<file path="src/rtl/mbde_pkg.sv">
// shared types and constants of the multi-button debounce encoder
// no dependencies
package mbde_pkg;

  localparam int NUM_BUTTONS_DEF = 6;
  localparam int COUNT_WIDTH_DEF = 8;
  localparam int MAX_CODES       = 6;
  localparam int REG_W           = 8;
  localparam int IDX_W           = 3;
  localparam int LEVELS_W        = 6;

  typedef enum logic [IDX_W-1:0] {
    REG_PRESS_TIME   = 3'd0,
    REG_RELEASE_TIME = 3'd1,
    REG_CODE_UP      = 3'd2,
    REG_CODE_DOWN    = 3'd3,
    REG_CODE_LEFT    = 3'd4,
    REG_CODE_RIGHT   = 3'd5,
    REG_CODE_ACT_A   = 3'd6,
    REG_CODE_ACT_B   = 3'd7
  } cfg_reg_t;

  typedef enum logic [1:0] {
    PH_IDLE    = 2'd0,
    PH_FALLING = 2'd1,
    PH_HELD    = 2'd2,
    PH_RISING  = 2'd3
  } phase_t;

  localparam logic [REG_W-1:0] PRESS_TIME_RST   = 8'd15;
  localparam logic [REG_W-1:0] RELEASE_TIME_RST = 8'd15;

  localparam logic [MAX_CODES-1:0][REG_W-1:0] CODE_RST = {
    8'd66, 8'd65, 8'd82, 8'd76, 8'd68, 8'd85
  };

  // per-lane command for one accepted word
  typedef struct packed {
    logic fire;
    logic pin_evt;
    logic low;
  } lane_cmd_t;

endpackage

</file>
<file path="src/rtl/mbde_if.sv">
// valid/ready channel interfaces for the debounce encoder
// depends on mbde_pkg
interface mbde_in_if;
  import mbde_pkg::*;
  logic                valid;
  logic                ready;
  logic                mode;
  logic [LEVELS_W-1:0] levels;

  modport source (output valid, output mode, output levels, input ready);
  modport sink   (input valid, input mode, input levels, output ready);
endinterface

interface mbde_out_if;
  import mbde_pkg::*;
  logic             valid;
  logic             ready;
  logic [IDX_W-1:0] button_index;
  logic [REG_W-1:0] code_byte;
  logic             last_of_tick;

  modport source (output valid, output button_index, output code_byte,
                  output last_of_tick, input ready);
  modport sink   (input valid, input button_index, input code_byte,
                  input last_of_tick, output ready);
endinterface

</file>
<file path="src/rtl/multi_button_debounce_encoder_top.sv">
// Debounce encoder for up to six active-low buttons. Every input word updates all
// buttons at once in parallel lanes; pin-change words and ticks that confirm no press
// leave the input ready on the next cycle, so one word per cycle is sustained. A tick
// that confirms k presses yields k output words in button order from the merge
// register, one per cycle while out_ready is high; the input is held off until the
// cycle in which the last of them is taken. The user must write registers through
// cfg_we/cfg_index/cfg_data only while the block is idle, which it does not enforce.
// depends on mbde_pkg, mbde_if, mbde_lane, mbde_merge
module multi_button_debounce_encoder_top #(
  parameter int NUM_BUTTONS = mbde_pkg::NUM_BUTTONS_DEF,
  parameter int COUNT_WIDTH = mbde_pkg::COUNT_WIDTH_DEF
) (
  input  logic                       clk,
  input  logic                       rst_n,
  mbde_in_if.sink                    in_chan,
  mbde_out_if.source                 out_chan,
  input  logic                       cfg_we,
  input  logic [mbde_pkg::IDX_W-1:0] cfg_index,
  input  logic [mbde_pkg::REG_W-1:0] cfg_data
);
  import mbde_pkg::*;

  localparam int LANES = (NUM_BUTTONS < MAX_CODES) ? NUM_BUTTONS : MAX_CODES;

  logic [REG_W-1:0]                 press_time_r, release_time_r;
  logic [MAX_CODES-1:0][REG_W-1:0]  code_r;
  logic                             in_fire, accept_ok;
  logic [LANES-1:0]                 press;

  // configuration registers
  always_ff @(posedge clk) begin
    if (!rst_n) begin
      press_time_r   <= PRESS_TIME_RST;
      release_time_r <= RELEASE_TIME_RST;
      code_r         <= CODE_RST;
    end else if (cfg_we) begin
      case (cfg_reg_t'(cfg_index))
        REG_PRESS_TIME:   press_time_r   <= cfg_data;
        REG_RELEASE_TIME: release_time_r <= cfg_data;
        REG_CODE_UP:      code_r[0]      <= cfg_data;
        REG_CODE_DOWN:    code_r[1]      <= cfg_data;
        REG_CODE_LEFT:    code_r[2]      <= cfg_data;
        REG_CODE_RIGHT:   code_r[3]      <= cfg_data;
        REG_CODE_ACT_A:   code_r[4]      <= cfg_data;
        REG_CODE_ACT_B:   code_r[5]      <= cfg_data;
        default:          press_time_r   <= press_time_r;
      endcase
    end
  end

  assign in_fire       = in_chan.valid && accept_ok;
  assign in_chan.ready = accept_ok;

  for (genvar g = 0; g < LANES; g++) begin : g_lane
    lane_cmd_t cmd;
    assign cmd.fire    = in_fire;
    assign cmd.pin_evt = in_chan.mode;
    assign cmd.low     = !in_chan.levels[g];

    mbde_lane #(
      .COUNT_WIDTH (COUNT_WIDTH)
    ) u_lane (
      .clk          (clk),
      .rst_n        (rst_n),
      .cmd          (cmd),
      .press_time   (press_time_r),
      .release_time (release_time_r),
      .press        (press[g])
    );
  end

  mbde_merge #(
    .LANES (LANES)
  ) u_merge (
    .clk       (clk),
    .rst_n     (rst_n),
    .load      (in_fire && !in_chan.mode),
    .press     (press),
    .codes     (code_r),
    .out_ready (out_chan.ready),
    .out_valid (out_chan.valid),
    .out_index (out_chan.button_index),
    .out_code  (out_chan.code_byte),
    .out_last  (out_chan.last_of_tick),
    .accept_ok (accept_ok)
  );

endmodule

</file>
<file path="src/rtl/mbde_lane.sv">
// one button lane: four-phase debounce machine and saturating tick counter
// depends on mbde_pkg
module mbde_lane #(
  parameter int COUNT_WIDTH = mbde_pkg::COUNT_WIDTH_DEF
) (
  input  logic                       clk,
  input  logic                       rst_n,
  input  mbde_pkg::lane_cmd_t        cmd,
  input  logic [mbde_pkg::REG_W-1:0] press_time,
  input  logic [mbde_pkg::REG_W-1:0] release_time,
  output logic                       press
);
  import mbde_pkg::*;

  localparam int CMP_W = (COUNT_WIDTH > REG_W) ? COUNT_WIDTH : REG_W;
  localparam logic [COUNT_WIDTH-1:0] CNT_MAX = '1;

  phase_t                 phase_r, phase_nxt;
  logic [COUNT_WIDTH-1:0] cnt_r, cnt_nxt, cnt_inc;
  logic                   press_hit, release_hit;

  assign cnt_inc = (cnt_r == CNT_MAX) ? cnt_r : cnt_r + COUNT_WIDTH'(1);

  // a saturated counter always meets a threshold beyond its range
  assign press_hit   = (CMP_W'(cnt_inc) >= CMP_W'(press_time)) || (cnt_inc == CNT_MAX);
  assign release_hit = (CMP_W'(cnt_inc) >= CMP_W'(release_time)) || (cnt_inc == CNT_MAX);

  always_comb begin
    phase_nxt = phase_r;
    if (cmd.fire) begin
      if (cmd.pin_evt) begin
        if (phase_r == PH_IDLE && cmd.low) begin
          phase_nxt = PH_FALLING;
        end
      end else begin
        case (phase_r)
          PH_FALLING: begin
            if (press_hit) begin
              phase_nxt = cmd.low ? PH_HELD : PH_IDLE;
            end
          end
          PH_HELD: begin
            if (!cmd.low) begin
              phase_nxt = PH_RISING;
            end
          end
          PH_RISING: begin
            if (release_hit) begin
              phase_nxt = cmd.low ? PH_HELD : PH_IDLE;
            end
          end
          default: phase_nxt = phase_r;
        endcase
      end
    end
  end

  always_comb begin
    cnt_nxt = cnt_r;
    press   = 1'b0;
    if (cmd.fire) begin
      if (cmd.pin_evt) begin
        if (phase_r == PH_IDLE && cmd.low) begin
          cnt_nxt = '0;
        end
      end else begin
        if (phase_r == PH_HELD && !cmd.low) begin
          cnt_nxt = '0;
        end else begin
          cnt_nxt = cnt_inc;
        end
        press = (phase_r == PH_FALLING) && press_hit && cmd.low;
      end
    end
  end

  always_ff @(posedge clk) begin
    if (!rst_n) begin
      phase_r <= PH_IDLE;
      cnt_r   <= '0;
    end else begin
      phase_r <= phase_nxt;
      cnt_r   <= cnt_nxt;
    end
  end

endmodule

</file>
<file path="src/rtl/mbde_merge.sv">
// merge stage: holds the confirmed presses of one tick and sends them in button order
// depends on mbde_pkg
module mbde_merge #(
  parameter int LANES = mbde_pkg::MAX_CODES
) (
  input  logic                                           clk,
  input  logic                                           rst_n,
  input  logic                                           load,
  input  logic [LANES-1:0]                               press,
  input  logic [mbde_pkg::MAX_CODES-1:0][mbde_pkg::REG_W-1:0] codes,
  input  logic                                           out_ready,
  output logic                                           out_valid,
  output logic [mbde_pkg::IDX_W-1:0]                     out_index,
  output logic [mbde_pkg::REG_W-1:0]                     out_code,
  output logic                                           out_last,
  output logic                                           accept_ok
);
  import mbde_pkg::*;

  logic [LANES-1:0] pend_r, pend_nxt;
  logic [LANES-1:0] first_oh;
  logic [IDX_W-1:0] idx;

  assign first_oh = pend_r & (~pend_r + LANES'(1));

  always_comb begin
    idx = '0;
    for (int i = LANES - 1; i >= 0; i--) begin
      if (pend_r[i]) begin
        idx = IDX_W'(i);
      end
    end
  end

  assign out_valid = |pend_r;
  assign out_index = idx;
  assign out_code  = codes[idx];
  assign out_last  = ((pend_r & ~first_oh) == '0);
  assign accept_ok = !out_valid || (out_ready && out_last);

  always_comb begin
    pend_nxt = pend_r;
    if (load) begin
      pend_nxt = press;
    end else if (out_valid && out_ready) begin
      pend_nxt = pend_r & ~first_oh;
    end
  end

  always_ff @(posedge clk) begin
    if (!rst_n) begin
      pend_r <= '0;
    end else begin
      pend_r <= pend_nxt;
    end
  end

endmodule

</file>
<file path="src/flat_wrapper.sv">
// flat-port wrapper written by rule: the top's interface ports become plain ports
module multi_button_debounce_encoder_top_flat import mbde_pkg::*;
#(
  parameter int NUM_BUTTONS = mbde_pkg::NUM_BUTTONS_DEF,
  parameter int COUNT_WIDTH = mbde_pkg::COUNT_WIDTH_DEF
)
  (clk, rst_n, cfg_we, cfg_index, cfg_data, in_chan_valid, in_chan_mode, in_chan_levels, in_chan_ready, out_chan_valid, out_chan_button_index, out_chan_code_byte, out_chan_last_of_tick, out_chan_ready);
  mbde_in_if in_chan_i ();
  mbde_out_if out_chan_i ();
  input  logic clk;
  input  logic rst_n;
  input  logic cfg_we;
  input  logic [mbde_pkg::IDX_W-1:0] cfg_index;
  input  logic [mbde_pkg::REG_W-1:0] cfg_data;
  input wire logic [$bits(in_chan_i.valid)-1:0] in_chan_valid;
  input wire logic [$bits(in_chan_i.mode)-1:0] in_chan_mode;
  input wire logic [$bits(in_chan_i.levels)-1:0] in_chan_levels;
  output wire logic [$bits(in_chan_i.ready)-1:0] in_chan_ready;
  output wire logic [$bits(out_chan_i.valid)-1:0] out_chan_valid;
  output wire logic [$bits(out_chan_i.button_index)-1:0] out_chan_button_index;
  output wire logic [$bits(out_chan_i.code_byte)-1:0] out_chan_code_byte;
  output wire logic [$bits(out_chan_i.last_of_tick)-1:0] out_chan_last_of_tick;
  input wire logic [$bits(out_chan_i.ready)-1:0] out_chan_ready;
  assign in_chan_i.valid = in_chan_valid;
  assign in_chan_i.mode = in_chan_mode;
  assign in_chan_i.levels = in_chan_levels;
  assign in_chan_ready = in_chan_i.ready;
  assign out_chan_valid = out_chan_i.valid;
  assign out_chan_button_index = out_chan_i.button_index;
  assign out_chan_code_byte = out_chan_i.code_byte;
  assign out_chan_last_of_tick = out_chan_i.last_of_tick;
  assign out_chan_i.ready = out_chan_ready;
  multi_button_debounce_encoder_top #(.NUM_BUTTONS(NUM_BUTTONS), .COUNT_WIDTH(COUNT_WIDTH)) u_core (.clk(clk), .rst_n(rst_n), .in_chan(in_chan_i), .out_chan(out_chan_i), .cfg_we(cfg_we), .cfg_index(cfg_index), .cfg_data(cfg_data));
endmodule
</file>
<file path="config.mk">
export PLATFORM = sky130hd
export DESIGN_NAME = multi_button_debounce_encoder_top_flat
export DESIGN_NICKNAME = d
export VERILOG_FILES = /design/src/rtl/mbde_pkg.sv /design/src/rtl/mbde_if.sv /design/src/rtl/multi_button_debounce_encoder_top.sv /design/src/rtl/mbde_lane.sv /design/src/rtl/mbde_merge.sv /design/src/flat_wrapper.sv
export SDC_FILE = /design/constraint.sdc
export NUM_CORES = 1
export LEC_CHECK = 0
export BUFFER_PORTS_ARGS = -buffer_cell sky130_fd_sc_hd__buf_2
export CAP_MARGIN = 15
export CORE_MARGIN = 4
export CORE_UTILIZATION = 50
export DETAILED_ROUTE_END_ITERATION = 8
export GPL_TIMING_DRIVEN = 0
export HOLD_SLACK_MARGIN = 0.03
export PLACE_DENSITY = 0.66
export SYNTH_ARGS = -nofsm -noshare
export SYNTH_HDL_FRONTEND = slang
export SYNTH_SLANG_ARGS = --single-unit
</file>
<file path="constraint.sdc">
create_clock -name clk -period 9.6 [get_ports clk]
set_clock_uncertainty 0.15 [all_clocks]
set_input_delay 0.96 -clock clk [delete_from_list [all_inputs] [get_ports clk]]
set_output_delay 0.96 -clock clk [all_outputs]
set_load 0.05 [all_outputs]
</file>
==> results.sh <==
export IMPL_dpl_wire_length_um=20200
export IMPL_r2r_setup_slack_ns=5.61
export IMPL_cts_setup_buffers=0
export IMPL_area_growth_synth_to_final_pct=10.8
export IMPL_yosys_top_cells_count="sky130_fd_sc_hd__nand2_1 (235), sky130_fd_sc_hd__dfxtp_1 (130), sky130_fd_sc_hd__ha_1 (102)"
export IMPL_netlist_cell_type_count=79
export IMPL_drive_above_1_share_pct=10.2
export IMPL_ys_seq_area_share_pct=27.2
export IMPL_ys_seq_elements=130
export IMPL_finalHoldViolations=0
export IMPL_setup_worst_path_end_class="output pin"
export IMPL_internal_power_w=0.00100
export IMPL_critical_path_peak_fanout=9
export IMPL_post_synth_top_area_cell="sky130_fd_sc_hd__dfxtp_1"
export IMPL_share_of_async_settable_or_async_resettable_flops_after_synthesis_pct=0
export IMPL_cts_resized=0
export IMPL_die_area_um2=21400
export IMPL_tns_ns=0
export IMPL_status="finished clean"
export IMPL_timing_rr_end="u_core.g_lane[1].u_lane.phase_r[1]"
export IMPL_gr_usage_met3_pct=4.53
export IMPL_routed_via_density=6.03
export IMPL_drv_slew=0
export IMPL_relSlewSlack_pct=32.4
export IMPL_worst_setup_path_type="reg2out"
export IMPL_portBuffers=25
export IMPL_final_min_clock_period_ns=4.11
export IMPL_total_leakage_power_nw=4.46
export IMPL_avgSynthCellArea_um2=7.80
export IMPL_postSynthNetCount=1353
export IMPL_drt_first_pass_iters=5
export IMPL_cts_htree_levels=4
export IMPL_clock_insertion_delay_worst_skew_ns=0.43
export IMPL_synth_top_flop_cell="sky130_fd_sc_hd__dfxtp_1"
export IMPL_clockPowerShare_pct=49.3
export IMPL_use_met2_pct=42.2
export IMPL_globalplace_congestion=0.878
export IMPL_cap_viol_max_count=0
export IMPL_max_slew_worst_pin_slew_ns=1.01
export IMPL_holdBufCountCts=0
export IMPL_detail_route_antenna_nets=0
export IMPL_drc_errors=0
export IMPL_maxClockFrequency_mhz=243
export IMPL_std_cell_rows=50
export IMPL_power_switching_w=0.000410
export IMPL_worst_ir_drop_vdd_v=0.000130
export IMPL_comb_power_share_pct=10.9
export IMPL_cts_reportedPaths_clkPinSlew_ns=0.07
export IMPL_die_h_um=146
export IMPL_initial_utilization_pct=51.0
export IMPL_cts_buffers_inserted=17
export IMPL_final_period_utilization_pct=42.8
export IMPL_dr_first_iter_drc_count=732
export IMPL_worstHoldPathType="reg2reg"
export IMPL_final_nets=1397
export IMPL_ioPinCount=37
export IMPL_crit_required_ns=8.49
export IMPL_track_usage_pct=26.2
export IMPL_sequential_power_share_pct=39.8
export IMPL_finalInstanceArea_um2=10600
export IMPL_r2r_worst_path_cells=15
export IMPL_cts_num_sinks=130
export IMPL_first_pass_grt_wire_length_um=45100
export IMPL_grt_busiest_layer="met2"
export IMPL_clk_path_buf_depth=2
export IMPL_start_kind="flop"
export IMPL_synth_warnings=0
export IMPL_most_used_standard_cell_by_instance_count_after_synthesis="sky130_fd_sc_hd__nand2_1"
export IMPL_crit_arrival_ns=3.00
export IMPL_power_switching_share_pct=29.0
export IMPL_final_count_of_negative_setup_slack_endpoints=0
export IMPL_antenna_violations_before_repair=1
export IMPL_chipWidth_um=146
export IMPL_maximum_number_of_pins_on_one_net_before_global_route_repair=17
export IMPL_startpoint="u_core.u_merge.pend_r[0]"
export IMPL_grt_overflow_total=0
export IMPL_num_vias=9163
export IMPL_synth_cell_area_um2=9580
export IMPL_grt_setup_unrepaired="false"
export IMPL_setup_worst_path_end="out_chan_code_byte[7]"
export IMPL_cts_root_buffer="sky130_fd_sc_hd__clkbuf_16"
export IMPL_post_drt_wl_per_cell_um=18.7
export IMPL_tritoncts="done"
export IMPL_synth_edf_count=0
export IMPL_power_per_cell_area_nw_per_um2=133
export IMPL_grtUsageMet1_pct=36.1
export IMPL_yosysTopAreaCellShare_pct=27.2
export IMPL_syn_instance_count=1228
export IMPL_timing_rr_start="u_core.g_lane[1].u_lane.cnt_r[1]"
export IMPL_number_of_global_route_vias_before_repair=8416
export IMPL_coreArea_um2=18800
export IMPL_placed_cell_area_um2=10000
export IMPL_synth_area_leaders="sky130_fd_sc_hd__dfxtp_1 (27%), sky130_fd_sc_hd__ha_1 (13%), sky130_fd_sc_hd__nand2_1 (9.2%)"
export IMPL_drt_total_wl_um=28400
[kinds of logic after synthesis]
group,Yosys count,share of synthesized area [%]
AOI/OAI and AO/OA,318,23.2
and+or+nand+nor,513,24.9
adders and majority gates,103,13.4
buffers and inverters,100,4.51
xor gates and xnor gates,16,1.46
muxes,48,5.37
DFF,130,27.2
[power by group through the flow]
stage	sequential, W	clock (W)	combinational [W]
CTS	0.000563	0.000701	0.000152
global route	0.000564	0.000726	0.000170
finish	0.000563	0.000697	0.000153
detailed placement	0.000575	0	0.000151
global placement	0.000574	0	0.000148
floorplan	0.000571	0	0.000105
[layout make-up]
type                       count  area (um2)
clock inverter                15         188
clock buffer                  17         425
buffer                        66         304
tap                          234         293
fill                        1772        8150
antenna                        1        2.50
sequential                   130        2600
timing repair buffer          25         125
multi-input combinational    998        6550
inverter                      34         128
[metrics by stage]
| step | cells | util (%) | worst slack, ns | hold WS [ns] | total power [W] |
|---|---|---|---|---|---|
| 2_1_floorplan | 1228 | - | 5.21 | 0.283 | 0.000677 |
| 3_3_place_gp | 1487 | 53.3 | 5.67 | 0.290 | 0.000723 |
| 3_5_place_dp | 1487 | 53.3 | 5.64 | 0.296 | 0.000726 |
| 4_1_cts | 1519 | 56.5 | 5.49 | 0.305 | 0.00142 |
| 5_1_grt | 1520 | 56.6 | 5.31 | 0.328 | 0.00146 |
| 6_report | 1520 | 56.6 | 5.49 | 0.305 | 0.00141 |
[layer usage]
metal | vias up | part of all wire, %
met1 | 4310 | 46
met2 | 282 | 46
met3 | 48 | 5.6
met4 | 0 | 2.2
li1 | 4523 | -
met5 | - | 0
[worst max-delay path, cell delays in order (launching register included)]
cell and delay (ns):
sky130_fd_sc_hd__dfxtp_1 0.36, sky130_fd_sc_hd__or2_2 0.30, sky130_fd_sc_hd__buf_4 0.17, sky130_fd_sc_hd__nor2_1 0.72, sky130_fd_sc_hd__mux2_2 0.43, sky130_fd_sc_hd__o21ai_0 0.25
sky130_fd_sc_hd__buf_2 0.32
[sequential cells by signal, indices dropped and copies added (netlist names)]
name	count
u_core.code_r	48
u_core.g_lane.u_lane.cnt_r	48
u_core.g_lane.u_lane.phase_r	12
u_core.press_time_r	8
u_core.release_time_r	8
u_core.u_merge.pend_r	6
[placed cells by master, fill, tap and decap left out, drive strengths merged, types with 27 or more instances in the layout]
cell | netlist | final
a21boi | 42 | 42
mux2 | 27 | 27
buf | 16 | 41
nand3 | 60 | 60
dfxtp | 130 | 130
ha | 102 | 102
inv | 34 | 44
a21oi | 65 | 65
clkbuf | 50 | 67
nor2 | 76 | 76
o21ai | 54 | 54
nand2 | 237 | 237
[worst min-delay path by stage]
stage,end,startpoint,slack (ns),depth (start not counted)
final,u_core.press_time_r[7],u_core.press_time_r[7],0.30,2
after global routing,u_core.press_time_r[7],u_core.press_time_r[7],0.33,2
after CTS,u_core.press_time_r[7],u_core.press_time_r[7],0.30,2
after detailed placement,u_core.code_r[47],u_core.code_r[47],0.30,2
after global placement,u_core.code_r[47],u_core.code_r[47],0.29,2
after floorplan,u_core.code_r[39],u_core.code_r[39],0.28,2
Power figures use the tool's default switching activity.
